<file path="config.mk">
export PLATFORM = sky130hd
export DESIGN_NAME = encoder_speed_travel_tracker_flat
export DESIGN_NICKNAME = d
export VERILOG_FILES = /design/src/hdl/est_pkg.sv /design/src/hdl/est_if.sv /design/src/hdl/est_regs.sv /design/src/hdl/est_ctrl.sv /design/src/hdl/est_datapath.sv /design/src/hdl/encoder_speed_travel_tracker.sv /design/src/flat_wrapper.sv
export SDC_FILE = /design/constraint.sdc
export NUM_CORES = 2
export LEC_CHECK = 0
export ABC_AREA = 1
export BUFFER_PORTS_ARGS = -buffer_cell sky130_fd_sc_hd__buf_2
export CELL_PAD_IN_SITES_DETAIL_PLACEMENT = 1
export CELL_PAD_IN_SITES_GLOBAL_PLACEMENT = 1
export CORE_UTILIZATION = 35
export CTS_CLUSTER_SIZE = 12
export DETAILED_ROUTE_END_ITERATION = 10
export PLACE_DENSITY_LB_ADDON = 0.2
export SKIP_CTS_REPAIR_TIMING = 1
export SYNTH_ARGS = -nofsm -noshare
export SYNTH_HDL_FRONTEND = slang
export SYNTH_HIERARCHICAL = 1
export SYNTH_SLANG_ARGS = --single-unit
</file>
<file path="constraint.sdc">
create_clock -name clk -period 10.1 [get_ports clk]
set_clock_uncertainty 0.15 [all_clocks]
set_input_delay 2.02 -clock clk [delete_from_list [all_inputs] [get_ports clk]]
set_output_delay 2.02 -clock clk [all_outputs]
set_load 0.02 [all_outputs]
</file>
<file path="src/hdl/est_pkg.sv">
package est_pkg;

  // Counter and result field widths
  localparam int CNT_W    = 16;
  localparam int DELTA_W  = 16;
  localparam int ACC_W    = 18;
  localparam int TRV_W    = 17;
  localparam int SUM_W    = ACC_W + 1;
  localparam int Q_W      = 32;
  localparam int FRAC_W   = 16;

  // Configuration register widths
  localparam int CPR_W    = 16;
  localparam int WC_W     = 32;
  localparam int PER_W    = 24;
  localparam int NLR_W    = 15;

  // Arithmetic unit widths
  localparam int DEN_W    = CPR_W + PER_W;
  localparam int PROD_W   = 2 * Q_W;
  localparam int STEPS    = Q_W / 2;
  localparam int STEP_W   = $clog2(STEPS);

  // Configuration port
  localparam int IDX_W    = 2;
  localparam int ADDR_W   = IDX_W + 2;
  localparam int DATA_W   = 32;

  localparam logic [CPR_W-1:0] CPR_RST = CPR_W'(4096);
  localparam logic [WC_W-1:0]  WC_RST  = WC_W'(65536);
  localparam logic [PER_W-1:0] PER_RST = PER_W'(1000);
  localparam logic [NLR_W-1:0] NLR_RST = NLR_W'(32767);

  localparam int USEC_PER_SEC = 1000000;
  localparam int USEC_PER_MIN = 60000000;
  localparam int QUAD_EDGES   = 4;

  localparam logic [Q_W-1:0] VEL_K = Q_W'(USEC_PER_SEC);
  localparam logic [Q_W-1:0] RPM_K = Q_W'(USEC_PER_MIN / QUAD_EDGES);

  localparam logic [Q_W-1:0] POS_LIM = {1'b0, {(Q_W-1){1'b1}}};
  localparam logic [Q_W-1:0] NEG_LIM = {1'b1, {(Q_W-1){1'b0}}};

  typedef enum logic [IDX_W-1:0] {
    REG_CPR = 2'd0,
    REG_WC  = 2'd1,
    REG_PER = 2'd2,
    REG_NLR = 2'd3
  } reg_idx_t;

  typedef enum logic [1:0] {
    OP_DIST = 2'd0,
    OP_VEL  = 2'd1,
    OP_RPM  = 2'd2
  } op_t;

  typedef struct packed {
    logic [CPR_W-1:0] cpr;
    logic [WC_W-1:0]  wc;
    logic [PER_W-1:0] per;
    logic [NLR_W-1:0] nlr;
  } cfg_t;

  typedef struct packed {
    logic load;
    logic mul;
    logic div_init;
    logic div_step;
    logic fin;
    logic out_load;
    op_t  op;
  } cmd_t;

  typedef struct packed {
    logic step_last;
  } status_t;

endpackage

</file>
<file path="src/hdl/est_if.sv">
interface est_sample_if;
  import est_pkg::*;

  logic             valid;
  logic             ready;
  logic [CNT_W-1:0] counter_value;

  modport source (output valid, output counter_value, input ready);
  modport sink (input valid, input counter_value, output ready);
endinterface

interface est_result_if;
  import est_pkg::*;

  logic                      valid;
  logic                      ready;
  logic signed [DELTA_W-1:0] delta_counts;
  logic signed [TRV_W-1:0]   travel_counts;
  logic signed [Q_W-1:0]     travel_revolutions;
  logic signed [Q_W-1:0]     distance_delta;
  logic signed [Q_W-1:0]     velocity;
  logic signed [Q_W-1:0]     rpm;

  modport source (
    output valid, output delta_counts, output travel_counts, output travel_revolutions,
    output distance_delta, output velocity, output rpm, input ready
  );
  modport sink (
    input valid, input delta_counts, input travel_counts, input travel_revolutions,
    input distance_delta, input velocity, input rpm, output ready
  );
endinterface

</file>
<file path="src/hdl/est_regs.sv">
module est_regs (
  input  logic                       clk,
  input  logic                       rst,
  input  logic                       psel,
  input  logic                       penable,
  input  logic                       pwrite,
  input  logic [est_pkg::ADDR_W-1:0] paddr,
  input  logic [est_pkg::DATA_W-1:0] pwdata,
  output logic [est_pkg::DATA_W-1:0] prdata,
  output est_pkg::cfg_t              cfg
);
  import est_pkg::*;

  reg_idx_t idx;
  logic     wr;

  assign idx = reg_idx_t'(paddr[ADDR_W-1:2]);
  assign wr  = psel & penable & pwrite;

  always_ff @(posedge clk) begin
    if (rst) begin
      cfg.cpr <= CPR_RST;
      cfg.wc  <= WC_RST;
      cfg.per <= PER_RST;
      cfg.nlr <= NLR_RST;
    end else if (wr) begin
      case (idx)
        REG_CPR: cfg.cpr <= pwdata[CPR_W-1:0];
        REG_WC:  cfg.wc  <= pwdata[WC_W-1:0];
        REG_PER: cfg.per <= pwdata[PER_W-1:0];
        REG_NLR: cfg.nlr <= pwdata[NLR_W-1:0];
        default: ;
      endcase
    end
  end

  always_comb begin
    case (idx)
      REG_CPR: prdata = DATA_W'(cfg.cpr);
      REG_WC:  prdata = DATA_W'(cfg.wc);
      REG_PER: prdata = DATA_W'(cfg.per);
      REG_NLR: prdata = DATA_W'(cfg.nlr);
      default: prdata = '0;
    endcase
  end

endmodule

</file>
<file path="src/hdl/est_ctrl.sv">
module est_ctrl (
  input  logic             clk,
  input  logic             rst,
  input  logic             in_valid,
  output logic             in_ready,
  output logic             out_valid,
  input  logic             out_ready,
  input  est_pkg::status_t status,
  output est_pkg::cmd_t    cmd
);
  import est_pkg::*;

  typedef enum logic [5:0] {
    S_IDLE = 6'b000001,
    S_MUL  = 6'b000010,
    S_INIT = 6'b000100,
    S_STEP = 6'b001000,
    S_FIN  = 6'b010000,
    S_EMIT = 6'b100000
  } state_t;

  state_t state, state_next;
  op_t    op, op_next;

  assign in_ready = (state == S_IDLE);

  always_comb begin
    state_next = state;
    op_next    = op;
    cmd        = '0;
    cmd.op     = op;
    case (state)
      S_IDLE: begin
        if (in_valid) begin
          cmd.load   = 1'b1;
          op_next    = OP_DIST;
          state_next = S_MUL;
        end
      end
      S_MUL: begin
        cmd.mul    = 1'b1;
        state_next = S_INIT;
      end
      S_INIT: begin
        cmd.div_init = 1'b1;
        state_next   = S_STEP;
      end
      S_STEP: begin
        cmd.div_step = 1'b1;
        if (status.step_last) state_next = S_FIN;
      end
      S_FIN: begin
        cmd.fin = 1'b1;
        case (op)
          OP_DIST: begin
            op_next    = OP_VEL;
            state_next = S_MUL;
          end
          OP_VEL: begin
            op_next    = OP_RPM;
            state_next = S_MUL;
          end
          default: state_next = S_EMIT;
        endcase
      end
      S_EMIT: begin
        // wait for the output register to free up
        if (!out_valid || out_ready) begin
          cmd.out_load = 1'b1;
          state_next   = S_IDLE;
        end
      end
      default: state_next = S_IDLE;
    endcase
  end

  always_ff @(posedge clk) begin
    if (rst) begin
      state     <= S_IDLE;
      op        <= OP_DIST;
      out_valid <= 1'b0;
    end else begin
      state <= state_next;
      op    <= op_next;
      if (cmd.out_load) out_valid <= 1'b1;
      else if (out_ready) out_valid <= 1'b0;
    end
  end

endmodule

</file>
<file path="src/hdl/est_datapath.sv">
module est_datapath (
  input  logic                              clk,
  input  logic                              rst,
  input  est_pkg::cmd_t                     cmd,
  input  est_pkg::cfg_t                     cfg,
  input  logic [est_pkg::CNT_W-1:0]         counter_value,
  output est_pkg::status_t                  status,
  output logic signed [est_pkg::DELTA_W-1:0] delta_counts,
  output logic signed [est_pkg::TRV_W-1:0]   travel_counts,
  output logic signed [est_pkg::Q_W-1:0]     travel_revolutions,
  output logic signed [est_pkg::Q_W-1:0]     distance_delta,
  output logic signed [est_pkg::Q_W-1:0]     velocity,
  output logic signed [est_pkg::Q_W-1:0]     rpm
);
  import est_pkg::*;

  // tracking state
  logic        [CNT_W-1:0] prev_count;
  logic signed [ACC_W-1:0] acc;
  logic        [Q_W-1:0]   revs;

  // per-item working registers
  logic        [CNT_W-1:0] mag_r;
  logic                    neg_r;
  logic        [CNT_W-1:0] delta_r;
  logic        [DEN_W-1:0] den_rpm;
  logic        [Q_W-1:0]   dist_r;
  logic        [Q_W-1:0]   dist_mag;
  logic                    dist_neg;
  logic        [Q_W-1:0]   vel_r;
  logic        [Q_W-1:0]   rpm_r;

  // multiplier and divider
  logic [PROD_W-1:0] prod;
  logic [DEN_W-1:0]  rem;
  logic [DEN_W-1:0]  den_r;
  logic [Q_W-1:0]    qsh;
  logic              ovf_r;
  logic [STEP_W-1:0] cnt;

  // delta and travel
  logic        [CNT_W-1:0] raw;
  logic                    neg;
  logic        [CNT_W-1:0] mag;
  logic signed [SUM_W-1:0] t0, t1, cpr_s;
  logic        [Q_W-1:0]   revs_next;

  always_comb begin
    raw       = counter_value - prev_count;
    neg       = raw[CNT_W-1];
    mag       = neg ? (~raw + CNT_W'(1)) : raw;
    cpr_s     = SUM_W'(signed'({1'b0, cfg.cpr}));
    t0        = SUM_W'(acc) + SUM_W'(signed'(raw));
    t1        = t0;
    revs_next = revs;
    if (mag < cfg.cpr) begin
      if (t0 > cpr_s) begin
        t1        = t0 - cpr_s;
        revs_next = revs + Q_W'(1);
      end else if (t0 < -cpr_s) begin
        t1        = t0 + cpr_s;
        revs_next = revs - Q_W'(1);
      end
    end else begin
      t1 = SUM_W'(acc);
    end
  end

  always_ff @(posedge clk) begin
    if (rst) begin
      prev_count <= '0;
      acc        <= '0;
      revs       <= '0;
    end else if (cmd.load) begin
      prev_count <= counter_value;
      acc        <= t1[ACC_W-1:0];
      revs       <= revs_next;
    end
  end

  always_ff @(posedge clk) begin
    if (cmd.load) begin
      mag_r   <= mag;
      neg_r   <= neg;
      delta_r <= raw[DELTA_W-1:0];
      den_rpm <= cfg.cpr * cfg.per;
    end
  end

  // shared multiplier
  logic [Q_W-1:0] opa, opb;

  always_comb begin
    case (cmd.op)
      OP_DIST: begin
        opa = Q_W'(mag_r);
        opb = cfg.wc;
      end
      OP_VEL: begin
        opa = dist_mag;
        opb = VEL_K;
      end
      OP_RPM: begin
        opa = Q_W'(mag_r);
        opb = RPM_K;
      end
      default: begin
        opa = '0;
        opb = '0;
      end
    endcase
  end

  always_ff @(posedge clk) begin
    if (cmd.mul) prod <= opa * opb;
  end

  // divider set-up: a quotient of 2^Q_W or more is flagged in ovf_r
  logic [PROD_W-1:0] num;
  logic [DEN_W-1:0]  den;

  always_comb begin
    case (cmd.op)
      OP_DIST: begin
        num = prod;
        den = DEN_W'(cfg.cpr);
      end
      OP_VEL: begin
        num = prod;
        den = DEN_W'(cfg.per);
      end
      OP_RPM: begin
        num = {prod[PROD_W-FRAC_W-1:0], {FRAC_W{1'b0}}};
        den = den_rpm;
      end
      default: begin
        num = '0;
        den = '0;
      end
    endcase
  end

  // two restoring steps per cycle
  logic [DEN_W:0] r1, r1s, r2, r2s;
  logic           b1, b2;

  always_comb begin
    r1  = {rem, qsh[Q_W-1]};
    b1  = (r1 >= {1'b0, den_r});
    r1s = b1 ? (r1 - {1'b0, den_r}) : r1;
    r2  = {r1s[DEN_W-1:0], qsh[Q_W-2]};
    b2  = (r2 >= {1'b0, den_r});
    r2s = b2 ? (r2 - {1'b0, den_r}) : r2;
  end

  always_ff @(posedge clk) begin
    if (cmd.div_init) begin
      ovf_r <= (DEN_W'(num[PROD_W-1:Q_W]) >= den);
      rem   <= DEN_W'(num[PROD_W-1:Q_W]);
      qsh   <= num[Q_W-1:0];
      den_r <= den;
    end else if (cmd.div_step) begin
      rem <= r2s[DEN_W-1:0];
      qsh <= {qsh[Q_W-3:0], b1, b2};
    end
  end

  always_ff @(posedge clk) begin
    if (rst) cnt <= '0;
    else if (cmd.div_init) cnt <= '0;
    else if (cmd.div_step) cnt <= cnt + STEP_W'(1);
  end

  assign status.step_last = (cnt == STEP_W'(STEPS - 1));

  // rounding, saturation and clamping
  logic [DEN_W:0]       rnd_sum;
  logic                 round_up;
  logic [Q_W:0]         qr;
  logic                 big;
  logic                 sat_neg;
  logic [Q_W-1:0]       lim;
  logic [Q_W-1:0]       sat_mag;
  logic [Q_W-1:0]       sat_val;
  logic [FRAC_W-1:0]    ip;
  logic                 clamp;
  logic [Q_W-1:0]       rm;
  logic                 no_cpr, no_per;

  always_comb begin
    rnd_sum  = {1'b0, rem} + {1'b0, den_r >> 1};
    round_up = (rnd_sum >= {1'b0, den_r});
    qr       = {1'b0, qsh} + (Q_W+1)'(round_up);
    big      = ovf_r | qr[Q_W];
    sat_neg  = (cmd.op == OP_DIST) ? neg_r : dist_neg;
    lim      = sat_neg ? NEG_LIM : POS_LIM;
    sat_mag  = (big || (qr[Q_W-1:0] > lim)) ? lim : qr[Q_W-1:0];
    sat_val  = sat_neg ? (~sat_mag + Q_W'(1)) : sat_mag;
    ip       = qsh[Q_W-1:FRAC_W];
    clamp    = ovf_r || (ip > FRAC_W'(cfg.nlr)) ||
               ((ip == FRAC_W'(cfg.nlr)) && ((qsh[FRAC_W-1:0] != '0) || (rem != '0)));
    rm       = clamp ? {1'b0, cfg.nlr, {FRAC_W{1'b0}}} : qr[Q_W-1:0];
    no_cpr   = (cfg.cpr == '0);
    no_per   = (cfg.per == '0);
  end

  always_ff @(posedge clk) begin
    if (cmd.fin) begin
      case (cmd.op)
        OP_DIST: begin
          if (no_cpr) begin
            dist_r   <= '0;
            dist_mag <= '0;
            dist_neg <= 1'b0;
          end else begin
            dist_r   <= sat_val;
            dist_mag <= sat_mag;
            dist_neg <= neg_r & (sat_mag != '0);
          end
        end
        OP_VEL: vel_r <= (no_cpr || no_per) ? '0 : sat_val;
        OP_RPM: rpm_r <= (no_cpr || no_per) ? '0 : (neg_r ? (~rm + Q_W'(1)) : rm);
        default: ;
      endcase
    end
  end

  // output register
  always_ff @(posedge clk) begin
    if (cmd.out_load) begin
      delta_counts       <= signed'(delta_r);
      travel_counts      <= acc[TRV_W-1:0];
      travel_revolutions <= signed'(revs);
      distance_delta     <= signed'(dist_r);
      velocity           <= signed'(vel_r);
      rpm                <= signed'(rpm_r);
    end
  end

endmodule

</file>
<file path="src/hdl/encoder_speed_travel_tracker.sv">
// A new sample is taken only after the previous one has been fully processed and its
// result has been loaded into the output register.
// The shared divider runs three divisions of 16 two-bit steps each per sample.
// A finished result waits in the output register while the next sample is taken.
// Reset (rst, synchronous) clears the count history, travel and revolution state,
// drops any pending result and returns the registers to their defaults.
module encoder_speed_travel_tracker (
  input  logic                       clk,
  input  logic                       rst,
  est_sample_if.sink                 sample,
  est_result_if.source               result,
  input  logic                       psel,
  input  logic                       penable,
  input  logic                       pwrite,
  input  logic [est_pkg::ADDR_W-1:0] paddr,
  input  logic [est_pkg::DATA_W-1:0] pwdata,
  output logic [est_pkg::DATA_W-1:0] prdata,
  output logic                       pready
);
  import est_pkg::*;

  cfg_t    cfg;
  cmd_t    cmd;
  status_t status;

  assign pready = 1'b1;

  est_regs u_regs (
    .clk     (clk),
    .rst     (rst),
    .psel    (psel),
    .penable (penable),
    .pwrite  (pwrite),
    .paddr   (paddr),
    .pwdata  (pwdata),
    .prdata  (prdata),
    .cfg     (cfg)
  );

  est_ctrl u_ctrl (
    .clk       (clk),
    .rst       (rst),
    .in_valid  (sample.valid),
    .in_ready  (sample.ready),
    .out_valid (result.valid),
    .out_ready (result.ready),
    .status    (status),
    .cmd       (cmd)
  );

  est_datapath u_dp (
    .clk                (clk),
    .rst                (rst),
    .cmd                (cmd),
    .cfg                (cfg),
    .counter_value      (sample.counter_value),
    .status             (status),
    .delta_counts       (result.delta_counts),
    .travel_counts      (result.travel_counts),
    .travel_revolutions (result.travel_revolutions),
    .distance_delta     (result.distance_delta),
    .velocity           (result.velocity),
    .rpm                (result.rpm)
  );

endmodule

</file>
<file path="src/flat_wrapper.sv">
// flat-port wrapper written by rule: the top's interface ports become plain ports
module encoder_speed_travel_tracker_flat import est_pkg::*;
  (clk, rst, psel, penable, pwrite, paddr, pwdata, prdata, pready, sample_valid, sample_counter_value, sample_ready, result_valid, result_delta_counts, result_travel_counts, result_travel_revolutions, result_distance_delta, result_velocity, result_rpm, result_ready);
  est_sample_if sample_i ();
  est_result_if result_i ();
  input  logic clk;
  input  logic rst;
  input  logic psel;
  input  logic penable;
  input  logic pwrite;
  input  logic [est_pkg::ADDR_W-1:0] paddr;
  input  logic [est_pkg::DATA_W-1:0] pwdata;
  output logic [est_pkg::DATA_W-1:0] prdata;
  output logic pready;
  input wire logic [$bits(sample_i.valid)-1:0] sample_valid;
  input wire logic [$bits(sample_i.counter_value)-1:0] sample_counter_value;
  output wire logic [$bits(sample_i.ready)-1:0] sample_ready;
  output wire logic [$bits(result_i.valid)-1:0] result_valid;
  output wire logic [$bits(result_i.delta_counts)-1:0] result_delta_counts;
  output wire logic [$bits(result_i.travel_counts)-1:0] result_travel_counts;
  output wire logic [$bits(result_i.travel_revolutions)-1:0] result_travel_revolutions;
  output wire logic [$bits(result_i.distance_delta)-1:0] result_distance_delta;
  output wire logic [$bits(result_i.velocity)-1:0] result_velocity;
  output wire logic [$bits(result_i.rpm)-1:0] result_rpm;
  input wire logic [$bits(result_i.ready)-1:0] result_ready;
  assign sample_i.valid = sample_valid;
  assign sample_i.counter_value = sample_counter_value;
  assign sample_ready = sample_i.ready;
  assign result_valid = result_i.valid;
  assign result_delta_counts = result_i.delta_counts;
  assign result_travel_counts = result_i.travel_counts;
  assign result_travel_revolutions = result_i.travel_revolutions;
  assign result_distance_delta = result_i.distance_delta;
  assign result_velocity = result_i.velocity;
  assign result_rpm = result_i.rpm;
  assign result_i.ready = result_ready;
  encoder_speed_travel_tracker u_core (.clk(clk), .rst(rst), .sample(sample_i), .result(result_i), .psel(psel), .penable(penable), .pwrite(pwrite), .paddr(paddr), .pwdata(pwdata), .prdata(prdata), .pready(pready));
endmodule
</file>
==> results.toml <==
[run_status]
status = "finished clean"

[logic_synthesis]
synth-seq-cells = 703
synthFlopType = "edfxtp_1"
yosysWarningCount = 6
yosysSeqAreaShare_pct = 21.1
synth-async-reset-ratio_pct = 0
yosysTopAreaCellShare_pct = 26.3
synth_cell_type_count = 68
yosys-top-cells-area = "fa_1 26%, edfxtp_1 17%, nand2_1 11%"
syn-num-nets = 13600
postSynthAreaPerCell_um2 = 7.97
synth_top_area_cell = "fa_1"
synth_edf_count = 529
synth_area_um2 = 92000
postSynthCellCount = 11500

[clock_network]
cts_root_buf = "clkbuf_16"
h-tree-depth = 3
clkSlewWorstSetupHoldPaths_ns = 0.06
cts_tree = "done"
clockBufferDepth = 3
cts_made_buffers = 87
clock_latency_ns = 0.73
clock_sinks = 703

[floorplan]
dieArea_um2 = 265000
die_x_um = 515
start_util_pct = 35.3
fp.dieH_um = 515
io_pins = 255
core_um2 = 260000
rows = 187

[final_layout]
area_growth_pct = 10.6
nets = 13800
drive_gt1_share_pct = 7.51
final_common_cell = "nand2_1"
layout_common_cells = "2655 x nand2_1, 2313 x inv_1, 1210 x fa_1, 1094 x nor2_1, 750 x ha_1"

[detailed_routing]
viasPerCell = 5.15
drc = 0
dr.pass1.iters = 6
vias = 79200
wl_per_cell_um = 24.2
antenna_violating_nets_post_route = 0
drt_iter0_drc = 5229
drt-total-wl_mm = 371

[timing]
final.setup.worst_slack_ns = 0.476
finalHoldViolCount = 0
fin_tns_setup_ns = 0
setup_viol = 0
relSlewSlack_pct = 10.4
period_minus_slack_ns = 9.62
tightest_slew_ns = 1.34
finalCritPeriodShare_pct = 95.3
grt_setup_unrepaired = "no"
fmax_ghz = 0.104
finalMaxSlewViolations = 0

[placement]
portBuffers = 251
gp_congestion = 0.948
dp_hpwl_mm = 308
dp_slack_ns = 0.371

[worst_hold_path]
min_from = "u_core/u_dp/vel_r[3]"
holdCritPathClass = "flop to flop"
holdPathStages = 0
min_to = "u_core/u_dp/velocity[3]"

[global_routing]
grt_usage_pct = 28.0
antenna_found_initial = 13
grt_pass1_vias = 85100
grt-ovfl-total = 0
grt_max_degree = 125
grt_pass1_wl_mm = 551

[setup_path]
regToRegSetupSlack_ns = 0.48
crit_slowest_cell = "inv_2"
critPathLaunchType = "flop"
worstPathMaxFanout = 21
cp.required_ns = 10.43
regToRegStartpoint = "u_core/u_ctrl/op[0]"
worst-setup-path-type = "flop to flop"
worst_ep_arrival_time_ns = 9.95
worstRegToRegCells = 34
cpPeakStageDelay_ns = 0.65
cp-end-kind = "flop"
rr_endpoint = "u_core/u_dp/prod[61]"

[run]
cap_violations = 0

[pwr]
powerDensity_nw_per_um2 = 277
leakagePower_uw = 0.0485
irDropWorstVdd_mv = 0.675
==> worst max-delay path: cells and delay by family (launching register included) <==
| family | cells | cell delay, ns |
|---|---|---|
| AO/OA/AOI/OAI | 7 | 1.44 |
| XOR/XNOR | 1 | 0.10 |
| adder cells (fa/ha/maj) | 10 | 4.65 |
| buffers and inverters | 11 | 1.47 |
| flip-flops | 1 | 0.47 |
| AND/OR/NAND/NOR | 5 | 1.00 |
==> kinds of logic (layout without fill, tap and decap cells) <==
logic type                 Yosys count  after routing  synth area share, %
muxes                                3              3               0.0326
buffers and inverters             2823           3141                 11.7
xor gates and xnor gates           338            338                 3.24
adders and majority gates         1964           1964                 36.6
and+or+nand+nor                   4413           4413                 19.3
DFF                                703            703                 21.1
AOI/OAI and AO/OA                 1295           1295                 8.06
other                                1              6              0.00408
==> cell type report <==
| type | count | area [um^2] |
|---|---|---|
| inverters | 2377 | 8930 |
| multi-input cells | 8014 | 62100 |
| fillers | 31600 | 159000 |
| clock buffers | 118 | 2400 |
| repair buffers | 605 | 4030 |
| clock inverters | 41 | 520 |
| diodes | 5 | 12.5 |
| flip-flops and latches | 703 | 19400 |
| well taps | 3496 | 4370 |
==> worst max path at each step <==
stage / depth (start not counted) / from / to
6_report: 34 / u_core/u_ctrl/op[0] / u_core/u_dp/prod[61]
5_1_grt: 58 / u_core/u_dp/rem[1] / u_core/u_dp/vel_r[12]
3_3_place_gp: 42 / sample_counter_value[0] / u_core/u_dp/revs[30]
4_1_cts: 36 / u_core/u_ctrl/op[1] / u_core/u_dp/prod[61]
3_5_place_dp: 40 / sample_counter_value[0] / u_core/u_dp/revs[28]
2_1_floorplan: 2 / result_ready / u_core/u_dp/delta_counts[0]
==> layer usage <==
metal  GRT usage (%)  vias up  share of wire [%]
met3            2.36      412                4.5
met2            44.9     1948                 45
li1                -    36200                  -
met4            10.2        0                4.0
met5               0        -                  0
met1            39.3    40600                 46
==> registers in the layout, indices dropped and copies added (netlist names), 40 cells and up <==
register / cells
u_core/u_dp/den_r: 40
u_core/u_dp/den_rpm: 40
u_core/u_dp/prod: 64
u_core/u_dp/rem: 40
u_core/u_regs/cfg: 87
==> power breakdown <==
group,internal [uW],switching [uW]
Sequential,3860,224
Combinational,6930,13900
Clock,1840,1370
Total,12600,15500
==> synthesized netlist by cell type (23+ instances only) <==
master	instances
o21ai_0	331
a22oi_1	31
a21oi_1	546
a31oi_1	53
edfxtp_1	529
nand2_1	2657
inv_2	39
nand3_1	371
o21bai_1	23
o21ai_1	45
o221ai_1	33
nor3_1	79
ha_1	754
xor2_1	239
o21a_1	40
o211ai_1	65
nor2_1	1101
nor4_1	32
xnor2_1	96
dfxtp_1	174
clkbuf_1	329
inv_1	2318
fa_1	1210
o22ai_1	31
buf_2	70
nand4_1	81
buf_1	31
==> through the flow <==
stage | cells | total power [uW] | cell area, um^2 | hold slack, ns | util (%)
after floorplan | 11500 | 16800 | 92000 | 0.250 | -
after global placement | 15200 | 24700 | 98700 | 0.254 | 37.9
after detailed placement | 15200 | 24900 | 98700 | 0.256 | 37.9
after CTS | 15300 | 28300 | 102000 | 0.245 | 39.0
after global routing | 15400 | 30400 | 102000 | 0.253 | 39.1
final | 15400 | 28200 | 102000 | 0.250 | 39.1
No activity file was read; power rests on OpenSTA's default activity.
